--- src/rtl/assert_macros.svh ---
// Assertion macros shared by the RTL files that carry checks.
`ifndef ASSERT_MACROS_SVH
`define ASSERT_MACROS_SVH

// The consequent must hold in the same cycle as the antecedent.
`define ASSERT_SAME(label, clk, rst, ante, cons, msg) \
   label: assert property (@(posedge clk) disable iff (rst) (ante) |-> (cons)) \
      else $error(msg);

// The consequent must hold in the cycle after the antecedent.
`define ASSERT_NEXT(label, clk, rst, ante, cons, msg) \
   label: assert property (@(posedge clk) disable iff (rst) (ante) |=> (cons)) \
      else $error(msg);

`endif

--- src/rtl/vbcr_pkg.sv ---
package vbcr_pkg;

   // Default number of return stack entries.
   localparam int NEST_DEPTH_DEFAULT = 16;

   // Field widths fixed by the interface.
   localparam int BLOCK_W = 32;
   localparam int DEPTH_OUT_W = 5;

   // Status flag masks.
   localparam logic [3:0] FLAG_ZERO  = 4'h1;
   localparam logic [3:0] FLAG_SIGN  = 4'h2;
   localparam logic [3:0] FLAG_CARRY = 4'h4;
   localparam logic [3:0] FLAG_OVFL  = 4'h8;

   typedef enum logic [2:0] {
      OP_JUMP = 3'd0,
      OP_JCC  = 3'd1,
      OP_CALL = 3'd2,
      OP_RET  = 3'd3,
      OP_HALT = 3'd4
   } op_type;

   typedef enum logic [3:0] {
      CC_EQ = 4'd0,
      CC_NE = 4'd1,
      CC_LT = 4'd2,
      CC_GE = 4'd3,
      CC_LE = 4'd4,
      CC_GT = 4'd5,
      CC_B  = 4'd6,
      CC_AE = 4'd7,
      CC_BE = 4'd8,
      CC_A  = 4'd9
   } cond_type;

   typedef enum logic [1:0] {
      ERR_NONE  = 2'd0,
      ERR_OVER  = 2'd1,
      ERR_UNDER = 2'd2
   } err_type;

   typedef enum logic {
      ST_IDLE = 1'b0,
      ST_EXEC = 1'b1
   } state_type;

   // Evaluates a condition code over the status flags; unknown codes fail.
   function automatic logic cond_holds(input logic [3:0] flags, input logic [3:0] code);
      logic z;
      logic s;
      logic c;
      logic v;
      logic hit;
      z = (flags & FLAG_ZERO) != 4'h0;
      s = (flags & FLAG_SIGN) != 4'h0;
      c = (flags & FLAG_CARRY) != 4'h0;
      v = (flags & FLAG_OVFL) != 4'h0;
      unique case (code)
         CC_EQ:   hit = z;
         CC_NE:   hit = !z;
         CC_LT:   hit = s != v;
         CC_GE:   hit = s == v;
         CC_LE:   hit = z || (s != v);
         CC_GT:   hit = !z && (s == v);
         CC_B:    hit = c;
         CC_AE:   hit = !c;
         CC_BE:   hit = c || z;
         CC_A:    hit = !c && !z;
         default: hit = 1'b0;
      endcase
      return hit;
   endfunction

endpackage

--- src/rtl/vbcr_ram.sv ---
module vbcr_ram #(
   parameter int WIDTH = 32,
   parameter int DEPTH = 16
) (
   input  logic                                      clock,
   input  logic                                      wr_en,
   input  logic [(DEPTH > 1 ? $clog2(DEPTH) : 1)-1:0] wr_addr,
   input  logic [WIDTH-1:0]                          wr_data,
   input  logic                                      rd_en,
   input  logic [(DEPTH > 1 ? $clog2(DEPTH) : 1)-1:0] rd_addr,
   output logic [WIDTH-1:0]                          rd_data
);

   logic [WIDTH-1:0] mem [DEPTH];

   // One write port and one registered read port.
   always_ff @(posedge clock) begin
      if (wr_en) begin
         mem[wr_addr] <= wr_data;
      end
      if (rd_en) begin
         rd_data <= mem[rd_addr];
      end
   end

endmodule

--- src/rtl/vm_branch_call_return_unit.sv ---
// Channel   | Ports                                        | Handshake
// ----------+----------------------------------------------+-------------------------------
// request   | req_operation, req_target_block,             | taken when start and not busy
//           | req_condition_code, req_status_flags,        |
//           | req_current_block                            |
// response  | rsp_taken, rsp_next_block, rsp_error_code,   | rsp_strobe, one cycle, no stall
//           | rsp_halted, rsp_stack_depth                  |
//
// Each word passes through an accept cycle and an execute cycle: the accept cycle reads the top of
// the return stack from the stack RAM, whose read data is registered, and the execute cycle updates the stack.
// The response appears in the cycle after the execute cycle, while the next word is taken.
// Reset is synchronous and clears the stack count, the halt flag and the control state;
// the stack RAM is not cleared because only entries written by a call are ever used.
// The receiver cannot stall, so the response strobe lasts exactly one cycle.
`include "assert_macros.svh"

module vm_branch_call_return_unit #(
   parameter int NEST_DEPTH = vbcr_pkg::NEST_DEPTH_DEFAULT
) (
   input  logic                               clock,
   input  logic                               reset,
   input  logic                               start,
   output logic                               busy,
   input  logic [2:0]                         req_operation,
   input  logic [vbcr_pkg::BLOCK_W-1:0]       req_target_block,
   input  logic [3:0]                         req_condition_code,
   input  logic [3:0]                         req_status_flags,
   input  logic [vbcr_pkg::BLOCK_W-1:0]       req_current_block,
   output logic                               rsp_strobe,
   output logic                               rsp_taken,
   output logic [vbcr_pkg::BLOCK_W-1:0]       rsp_next_block,
   output logic [1:0]                         rsp_error_code,
   output logic                               rsp_halted,
   output logic [vbcr_pkg::DEPTH_OUT_W-1:0]   rsp_stack_depth
);

   localparam int ADDR_W = (NEST_DEPTH > 1) ? $clog2(NEST_DEPTH) : 1;
   localparam int CNT_W  = $clog2(NEST_DEPTH + 1);

   vbcr_pkg::state_type state_ff, state_in;
   logic [CNT_W-1:0]    count_ff, count_in;
   logic                halt_ff, halt_in;

   // Captured request word.
   vbcr_pkg::op_type                op_ff;
   logic [vbcr_pkg::BLOCK_W-1:0]    target_ff;
   logic [3:0]                      code_ff;
   logic [3:0]                      flags_ff;
   logic [vbcr_pkg::BLOCK_W-1:0]    cur_ff;

   // Response registers.
   logic                            rsp_strobe_ff, rsp_strobe_in;
   logic                            rsp_taken_ff, rsp_taken_in;
   logic [vbcr_pkg::BLOCK_W-1:0]    rsp_next_ff, rsp_next_in;
   vbcr_pkg::err_type               rsp_err_ff, rsp_err_in;
   logic                            rsp_halted_ff;
   logic [vbcr_pkg::DEPTH_OUT_W-1:0] rsp_depth_ff;

   // Stack RAM ports.
   logic                            ram_wr_en;
   logic [ADDR_W-1:0]               ram_wr_addr;
   logic                            ram_rd_en;
   logic [ADDR_W-1:0]               ram_rd_addr;
   logic [vbcr_pkg::BLOCK_W-1:0]    ram_rd_data;

   logic accept;

   assign busy   = (state_ff == vbcr_pkg::ST_EXEC);
   assign accept = start && !busy;

   vbcr_ram #(
      .WIDTH (vbcr_pkg::BLOCK_W),
      .DEPTH (NEST_DEPTH)
   ) u_stack_ram (
      .clock   (clock),
      .wr_en   (ram_wr_en),
      .wr_addr (ram_wr_addr),
      .wr_data (cur_ff),
      .rd_en   (ram_rd_en),
      .rd_addr (ram_rd_addr),
      .rd_data (ram_rd_data)
   );

   // Next state, stack update and response values.
   always_comb begin
      state_in      = state_ff;
      count_in      = count_ff;
      halt_in       = halt_ff;
      ram_wr_en     = 1'b0;
      ram_wr_addr   = ADDR_W'(count_ff);
      ram_rd_en     = 1'b0;
      ram_rd_addr   = ADDR_W'(count_ff - CNT_W'(1));
      rsp_strobe_in = 1'b0;
      rsp_taken_in  = 1'b0;
      rsp_next_in   = '0;
      rsp_err_in    = vbcr_pkg::ERR_NONE;
      unique case (state_ff)
         vbcr_pkg::ST_IDLE: begin
            // The top entry is read speculatively; only a return uses it.
            if (start) begin
               ram_rd_en = 1'b1;
               state_in  = vbcr_pkg::ST_EXEC;
            end
         end
         vbcr_pkg::ST_EXEC: begin
            rsp_strobe_in = 1'b1;
            state_in      = vbcr_pkg::ST_IDLE;
            unique case (op_ff)
               vbcr_pkg::OP_JUMP: begin
                  rsp_taken_in = 1'b1;
                  rsp_next_in  = target_ff;
               end
               vbcr_pkg::OP_JCC: begin
                  if (vbcr_pkg::cond_holds(flags_ff, code_ff)) begin
                     rsp_taken_in = 1'b1;
                     rsp_next_in  = target_ff;
                  end
               end
               vbcr_pkg::OP_CALL: begin
                  if (count_ff >= CNT_W'(NEST_DEPTH)) begin
                     rsp_err_in = vbcr_pkg::ERR_OVER;
                  end else begin
                     ram_wr_en    = 1'b1;
                     count_in     = count_ff + CNT_W'(1);
                     rsp_taken_in = 1'b1;
                     rsp_next_in  = target_ff;
                  end
               end
               vbcr_pkg::OP_RET: begin
                  if (count_ff == '0) begin
                     rsp_err_in = vbcr_pkg::ERR_UNDER;
                  end else begin
                     count_in     = count_ff - CNT_W'(1);
                     rsp_taken_in = 1'b1;
                     rsp_next_in  = ram_rd_data;
                  end
               end
               vbcr_pkg::OP_HALT: begin
                  halt_in = 1'b1;
               end
               default: begin
               end
            endcase
         end
         default: begin
            state_in = vbcr_pkg::ST_IDLE;
         end
      endcase
   end

   // Control state.
   always_ff @(posedge clock) begin
      if (reset) begin
         state_ff      <= vbcr_pkg::ST_IDLE;
         count_ff      <= '0;
         halt_ff       <= 1'b0;
         rsp_strobe_ff <= 1'b0;
      end else begin
         state_ff      <= state_in;
         count_ff      <= count_in;
         halt_ff       <= halt_in;
         rsp_strobe_ff <= rsp_strobe_in;
      end
   end

   // Request capture and response payload.
   always_ff @(posedge clock) begin
      if (accept) begin
         op_ff     <= vbcr_pkg::op_type'(req_operation);
         target_ff <= req_target_block;
         code_ff   <= req_condition_code;
         flags_ff  <= req_status_flags;
         cur_ff    <= req_current_block;
      end
      if (state_ff == vbcr_pkg::ST_EXEC) begin
         rsp_taken_ff  <= rsp_taken_in;
         rsp_next_ff   <= rsp_next_in;
         rsp_err_ff    <= rsp_err_in;
         rsp_halted_ff <= halt_in;
         rsp_depth_ff  <= vbcr_pkg::DEPTH_OUT_W'(count_in);
      end
   end

   assign rsp_strobe      = rsp_strobe_ff;
   assign rsp_taken       = rsp_taken_ff;
   assign rsp_next_block  = rsp_next_ff;
   assign rsp_error_code  = rsp_err_ff;
   assign rsp_halted      = rsp_halted_ff;
   assign rsp_stack_depth = rsp_depth_ff;

   // Checks on the stack bookkeeping and the response timing.
   `ASSERT_SAME(a_count_bound, clock, reset, 1'b1, count_ff <= CNT_W'(NEST_DEPTH), "stack count beyond depth")
   `ASSERT_NEXT(a_exec_strobe, clock, reset, state_ff == vbcr_pkg::ST_EXEC, rsp_strobe_ff, "execute cycle gave no response")
   `ASSERT_NEXT(a_count_hold, clock, reset, state_ff != vbcr_pkg::ST_EXEC, $stable(count_ff), "stack count moved outside execute")
   `ASSERT_SAME(a_err_not_taken, clock, reset, rsp_strobe_ff && rsp_err_ff != vbcr_pkg::ERR_NONE, !rsp_taken_ff && rsp_next_ff == '0, "error response marked taken")

endmodule
--- config.mk ---
export PLATFORM = sky130hd
export DESIGN_NAME = vm_branch_call_return_unit
export DESIGN_NICKNAME = d
export VERILOG_FILES = /design/src/rtl/vbcr_pkg.sv /design/src/rtl/vbcr_ram.sv /design/src/rtl/vm_branch_call_return_unit.sv
export VERILOG_INCLUDE_DIRS = /design/src /design/src/rtl
export SDC_FILE = /design/constraint.sdc
export NUM_CORES = 1
export LEC_CHECK = 0
export BUFFER_PORTS_ARGS = -buffer_cell sky130_fd_sc_hd__buf_2
export CAP_MARGIN = 20
export CELL_PAD_IN_SITES_DETAIL_PLACEMENT = 1
export CELL_PAD_IN_SITES_GLOBAL_PLACEMENT = 2
export CORE_MARGIN = 1.5
export CORE_UTILIZATION = 52
export DETAILED_ROUTE_END_ITERATION = 12
export GPL_TIMING_DRIVEN = 0
export PLACE_DENSITY = 0.84
export SYNTH_ARGS = -nofsm -noshare
export SYNTH_HDL_FRONTEND = slang
export SYNTH_HIERARCHICAL = 1
export SYNTH_SLANG_ARGS = --single-unit
--- constraint.sdc ---
create_clock -name clock -period 12.2 [get_ports clock]
set_clock_uncertainty 0.2 [all_clocks]
set_input_delay 0.61 -clock clock [delete_from_list [all_inputs] [get_ports clock]]
set_output_delay 0.61 -clock clock [all_outputs]
set_load 0.05 [all_outputs]
== Word level (Yosys, flattened, before mapping) ==
Memories as Yosys holds them, arrays and structs flattened. A register that Yosys moved wholly into a read port is not among the register bits.
Index checks and enable logic that the tools add are counted.
Storage, ports and cells
  memories: 1
  output and inout port bits: 43
  flip-flop bits (word level): 124
  RAM bits: 512
  logic and storage cells: 73
  bits of input ports: 78
Memories
  u_stack_ram.mem: words 16, width 32, read ports 1, clocked after memory_dff 1, wr ports 1, RTL line vbcr_ram.sv:14  | logic [WIDTH-1:0] mem [DEPTH];
Cells by class
  reductions and logical operators: 11
  muxes and demuxes: 28
  add/subtract/negate cells: 2
  magnitude comparators: 1
  bitwise operators: 1
  equality and inequality tests: 15
Operator list (count)
  32-bit one-hot mux with 4 select lines: 1
  32-bit two-way mux: 3
  4-bit by 3-bit == test with 1-bit output (second input constant): 4
  1-bit two-way mux: 15
  5-bit two-way mux: 3
  1-bit one-hot mux with 10 select lines: 1
  5-bit one-hot mux with 2 select lines: 1
  4-bit by 2-bit == test with 1-bit output (second input constant): 2
  4-bit == test (second input constant): 2
  3-bit by 2-bit == test with 1-bit output (second input constant): 2
  5-bit by 1-bit adder with 5-bit output (second input constant): 1
  5-bit greater-or-equal comparator (second input constant): 1
  5-bit logical NOT: 1
  5-bit by 1-bit subtractor with 5-bit output (second input constant): 1
  4-bit by 1-bit == test with 1-bit output (second input constant): 1
  4-bit logical NOT: 1
  1-bit one-hot mux with 4 select lines: 1
  2-bit one-hot mux with 2 select lines: 1
  3-bit by 1-bit == test with 1-bit output (second input constant): 1
  3-bit == test (second input constant): 1
  1-bit logical AND: 3
  1-bit logical NOT: 3
  3-bit logical NOT: 1
  1-bit logical OR: 2
  other kinds (5): 5

== Longest topological paths before layout ==
  depth after elaboration: 7
  gate-level depth with buffers: 9
  gate-level depth less buffers: 7

== Cells and area by module ==
The synthesis kept the hierarchy.
By module, submodules not included
  vbcr_ram: seq. area each 16335.7 um^2, area each 20155.6 um^2, instances 1, cells an instance 838
  vm_branch_call_return_unit: seq. area each 3643.5 um^2, area each 4870.9 um^2, instances 1, cells an instance 315

== Least setup slack after synthesis ==
No wires, ideal clock.
  kind: register -> register
  start point: register state_ff, in the netlist busy
  end point: register code_ff[0] (enable)
  setup time: 0.583 ns
  required time: 11.417 ns
  period minus slack after synthesis: 6.743 ns
  cell stages (with the launch flop): 2
  path buffers: 0
  slack: 5.457 ns
  data arrival time: 5.961 ns
  path through: dfxtp_1 > nor2b_1
On the way
  cells in the longest elaborated chain, start to end: 2
Ends and longest elaborated chain
  start, declared: RTL line vm_branch_call_return_unit.sv:40  | vbcr_pkg::state_type state_ff, state_in;
  start signal, assigned: RTL line vm_branch_call_return_unit.sv:154  | state_ff <= vbcr_pkg::ST_IDLE;
  start signal, assigned: RTL line vm_branch_call_return_unit.sv:159  | state_ff <= state_in;
  1-bit logical NOT: RTL line vm_branch_call_return_unit.sv:69  | assign accept = start && !busy;
  1-bit logical AND: RTL line vm_branch_call_return_unit.sv:69
  via accept: RTL line vm_branch_call_return_unit.sv:66  | logic accept;
  end signal, assigned: RTL line vm_branch_call_return_unit.sv:171  | code_ff <= req_condition_code;
  end, declared: RTL line vm_branch_call_return_unit.sv:47  | logic [3:0] code_ff;
The timed path passes the listed nets, and every way through them passes these cells.
A chain may end at the register's enable or synchronous reset.

== Worst setup path in the final report ==
  start point: register count_ff[0]
  end point: register u_stack_ram.rd_data[26], read port of u_stack_ram.mem, data pin
On the way
  cells in the longest elaborated chain, start to end: 1
Ends and longest elaborated chain
  start, declared: RTL line vm_branch_call_return_unit.sv:41  | logic [CNT_W-1:0] count_ff, count_in;
  start signal, assigned: RTL line vm_branch_call_return_unit.sv:160  | count_ff <= count_in;
  5-bit by 1-bit subtractor with 5-bit output
  via ram_rd_addr[0]: RTL line vm_branch_call_return_unit.sv:63  | logic [ADDR_W-1:0] ram_rd_addr;
  end, declared: RTL line vbcr_ram.sv:11  | output logic [WIDTH-1:0] rd_data
The timed path passes the listed nets, and every way through them passes these cells.

==> results.ini <==
[sta]
setup_viol_count_final=0
slew_viol_final=0
rsz0062_at_grt=no
period_needed_ns=4.09
setup_slack_ns=8.11
slew_headroom_pct=27.6
min_period_over_period_pct=33.5
tightest_slew_ns=1.09
max_freq_mhz=245
setup_tns_ns=0
hold_violations=0

[layout]
drive_gt1_share_pct=30.3
fillers=3895
insertedDiodeCount=0
nets=1520
area_growth_pct=19.9

[cts]
cts.sinks=668
post_cts_buffers=0
numCtsBuffers=71
cts_tree=built
path_clk_slew_ns=0.06
root_buffer=clkbuf_16
clockBufferDepth=3
htree_levels=3
clk_latency_ns=0.60
cts_resized=0

[floorplan]
row_count=80
core_mm2=0.0476
die_w_um=222
pin_count=121
initial_core_util_pct=52.5
die_area_mm2=0.0495
die_height_um=222

[yosys]
synth_compound_area_share_pct=4.52
ys_warn_count=6
yosys.area_share.xor_xnor_pct=0.140
synthTopCellsByCount=660 x edfxtp_1, 128 x mux4_2, 96 x a22oi_1
postSynthCellCount=1153
synth_flop_cell=edfxtp_1
synth_area_mm2=0.0250
syn_nets=1233
synth-seq-cells=668
synth_adder_area_share_pct=0.100
synth_edf_count=660
synth_area_leaders=edfxtp_1 79%, mux4_2 12%, a22oi_1 2.9%, nand2_1 1.1%, dfxtp_1 0.64%
async_reset_ff_share_pct=0
synth_top_area_cell=edfxtp_1
ys_seq_area_share_pct=79.8
yosys.area_share.simple_pct=2.50
synth_mux_area_share_pct=11.5
synth_top_family_by_area=multiplexers
avgSynthCellArea_um2=21.7
yosys.cell_types.count=47
yosysTopAreaCellShare_pct=79.2
synth_most_common_cell=edfxtp_1

[grt]
grt_max_degree=44
grt_use_total_pct=25.5
grt_first_pass_wirelength_mm=90.5
grt_pass1_vias=13686
grt_antenna_before_repair=0
overflow=0

[power]
leakagePower_uw=0.0100
combinationalPowerShare_pct=5.2
p_int_uw=3920
p_per_area_mw_per_mm2=167
peakVddDrop_v=0.0000993
clkPwrFrac_pct=42.5
p_switching_uw=1080
p_seq_share_pct=52.3
p_total_uw=5000
swShare_pct=21.6

[run_status]
status=complete, no violations

[flow_run]
drv_cap=0

[place]
dp_slack_ns=8.23
numPortBuffers=120
gp_routability_congestion=0.736
hpwl_mm=38.9

[drt]
wirelength_mm=61.5
first_iter_violations=1260
vias=12844
post_drt_wl_per_cell_um=29.1
firstDrtPassIters=6
viasPerCell=6.08
ant_nets=0
drc=0

[critical_path]
cp-start-kind=flop
cp.buffers_inverters=4
worstPathMaxFanout=11
crit_path_end=u_stack_ram/rd_data[26]$_DFFE_PP_
cpPeakStageDelay_ns=0.85
crit_start=count_ff[0]$_SDFF_PP0_
critPathRequiredTime_ns=12.29
cp-end-kind=flop
path_depth=8
crit_type=reg -> reg
reg2reg_slack_ns=8.11
crit_family=buffers and inverters
regToRegEndpoint=u_stack_ram/rd_data[26]$_DFFE_PP_
worst_path_most_repeated_cell=inv_1
slowest_stage=clkbuf_1
path_cells=inv_1, ha_1, inv_1, buf_2, clkbuf_1, mux4_2, a22oi_1, nand2_1
r2r_start=count_ff[0]$_SDFF_PP0_
arrival_ns=4.18
rr_worst_depth=8

[min_path]
hold_depth=1
hold_path_class=in -> reg
min-delay-start=req_target_block[25]

-- cells in the final DEF, fill, tap and decap left out, types with 3 or more instances in the layout --
master | Yosys | layout
a22oi_1 | 96 | 96
o21ai_1 | 5 | 5
buf_6 | 4 | 14
inv_1 | 6 | 6
dfxtp_1 | 8 | 7
o21ai_0 | 16 | 16
clkinv_1 | 0 | 18
clkbuf_16 | 0 | 74
nor2_4 | 0 | 12
nor3_1 | 8 | 4
nor2_1 | 16 | 4
buf_16 | 0 | 11
o21ai_2 | 15 | 15
xnor2_1 | 3 | 3
mux4_2 | 128 | 128
buf_1 | 10 | 10
bufinv_16 | 0 | 7
nor2b_1 | 9 | 8
a21oi_1 | 5 | 5
buf_4 | 10 | 11
buf_12 | 0 | 5
edfxtp_1 | 660 | 660
clkinv_2 | 0 | 13
clkbuf_1 | 20 | 30
buf_2 | 18 | 138
nor3_2 | 0 | 4
nand3b_1 | 4 | 4
nand2_1 | 71 | 71
nand2b_1 | 6 | 6
dlygate4sd3_1 | 0 | 65
clkinvlp_4 | 0 | 4
-- worst register-to-register path, stage by stage (launching register included) --
cell and delay (ns):
dfxtp_1 0.61, inv_1 0.27, ha_1 0.39, inv_1 0.17
buf_2 0.39, clkbuf_1 0.86, mux4_2 0.44, a22oi_1 0.25
nand2_1 0.21
-- state kept, by name, indices dropped and copies added, names as in the netlist, 3 cells and up --
signal and count:
rsp_stack_depth 5, u_stack_ram/mem 512, target_ff 32, op_ff 3
code_ff 4, cur_ff 32, flags_ff 4, count_ff 5
u_stack_ram/rd_data 32, rsp_next_block 32
-- worst min-delay path by stage --
stage,endpoint
3_3_place_gp,rsp_halted$_DFFE_PP_
6_report,target_ff[25]$_DFFE_PP_
4_1_cts,flags_ff[0]$_DFFE_PP_
2_1_floorplan,rsp_halted$_DFFE_PP_
5_1_grt,flags_ff[0]$_DFFE_PP_
3_5_place_dp,rsp_stack_depth[3]$_DFFE_PP_
-- final cells by class --
cell class                      instances  area [um^2]  area share (%)
Multi-Input combinational cell        417         4820            16.1
Clock buffer                           84         1890            6.29
Tap cell                              615          769            2.56
Buffer                                 62          323            1.08
Timing Repair Buffer                  214         1800            6.01
Inverter                                6         22.5          0.0750
Clock inverter                         45          407            1.35
Sequential cell                       668        20000            66.6
-- logic make-up (layout without fill, tap and decap cells) --
kind of cell	after synthesis	count (layout)
buf+inv	68	411
fa+ha+maj	2	2
flops	668	668
simple gates	131	131
mux	128	128
xor+xnor	4	4
compound gates	152	152
-- per-stage QoR --
step	std cells	hold WS, ns	area (um^2)	utilization [%]
after global placement	1888	0.295	26400	55.4
final	2111	0.00993	30000	63.0
after detailed placement	1917	0.323	27100	56.8
after global routing	2111	0.00577	30000	63.0
after CTS	2111	0.000393	30000	63.0
after floorplan	1153	0.280	25000	-
-- repair_timing --
item,in CTS,in global routing
endpoints found under the hold margin,65,0
hold buffers,65,0
endpoints found under the setup margin,0,0
-- power by group through the flow --
| stage | Combinational, uW | Sequential, uW | Clock [uW] |
|---|---|---|---|
| floorplan | 117 | 2670 | 0 |
| global placement | 223 | 2670 | 0 |
| detailed placement | 240 | 2660 | 0 |
| CTS | 260 | 2610 | 2160 |
| global route | 276 | 2620 | 2230 |
| finish | 263 | 2610 | 2130 |
-- routing by layer --
| metal | track usage (%) | vias up | part of all wire [%] |
|---|---|---|---|
| met5 | 0 | - | 0 |
| met4 | 8.05 | 0 | 2.4 |
| met3 | 3.68 | 97 | 6.5 |
| met2 | 44.6 | 585 | 52 |
| met1 | 33.2 | 6776 | 39 |
| li1 | - | 5386 | - |
No activity file was read; power rests on OpenSTA's default activity.
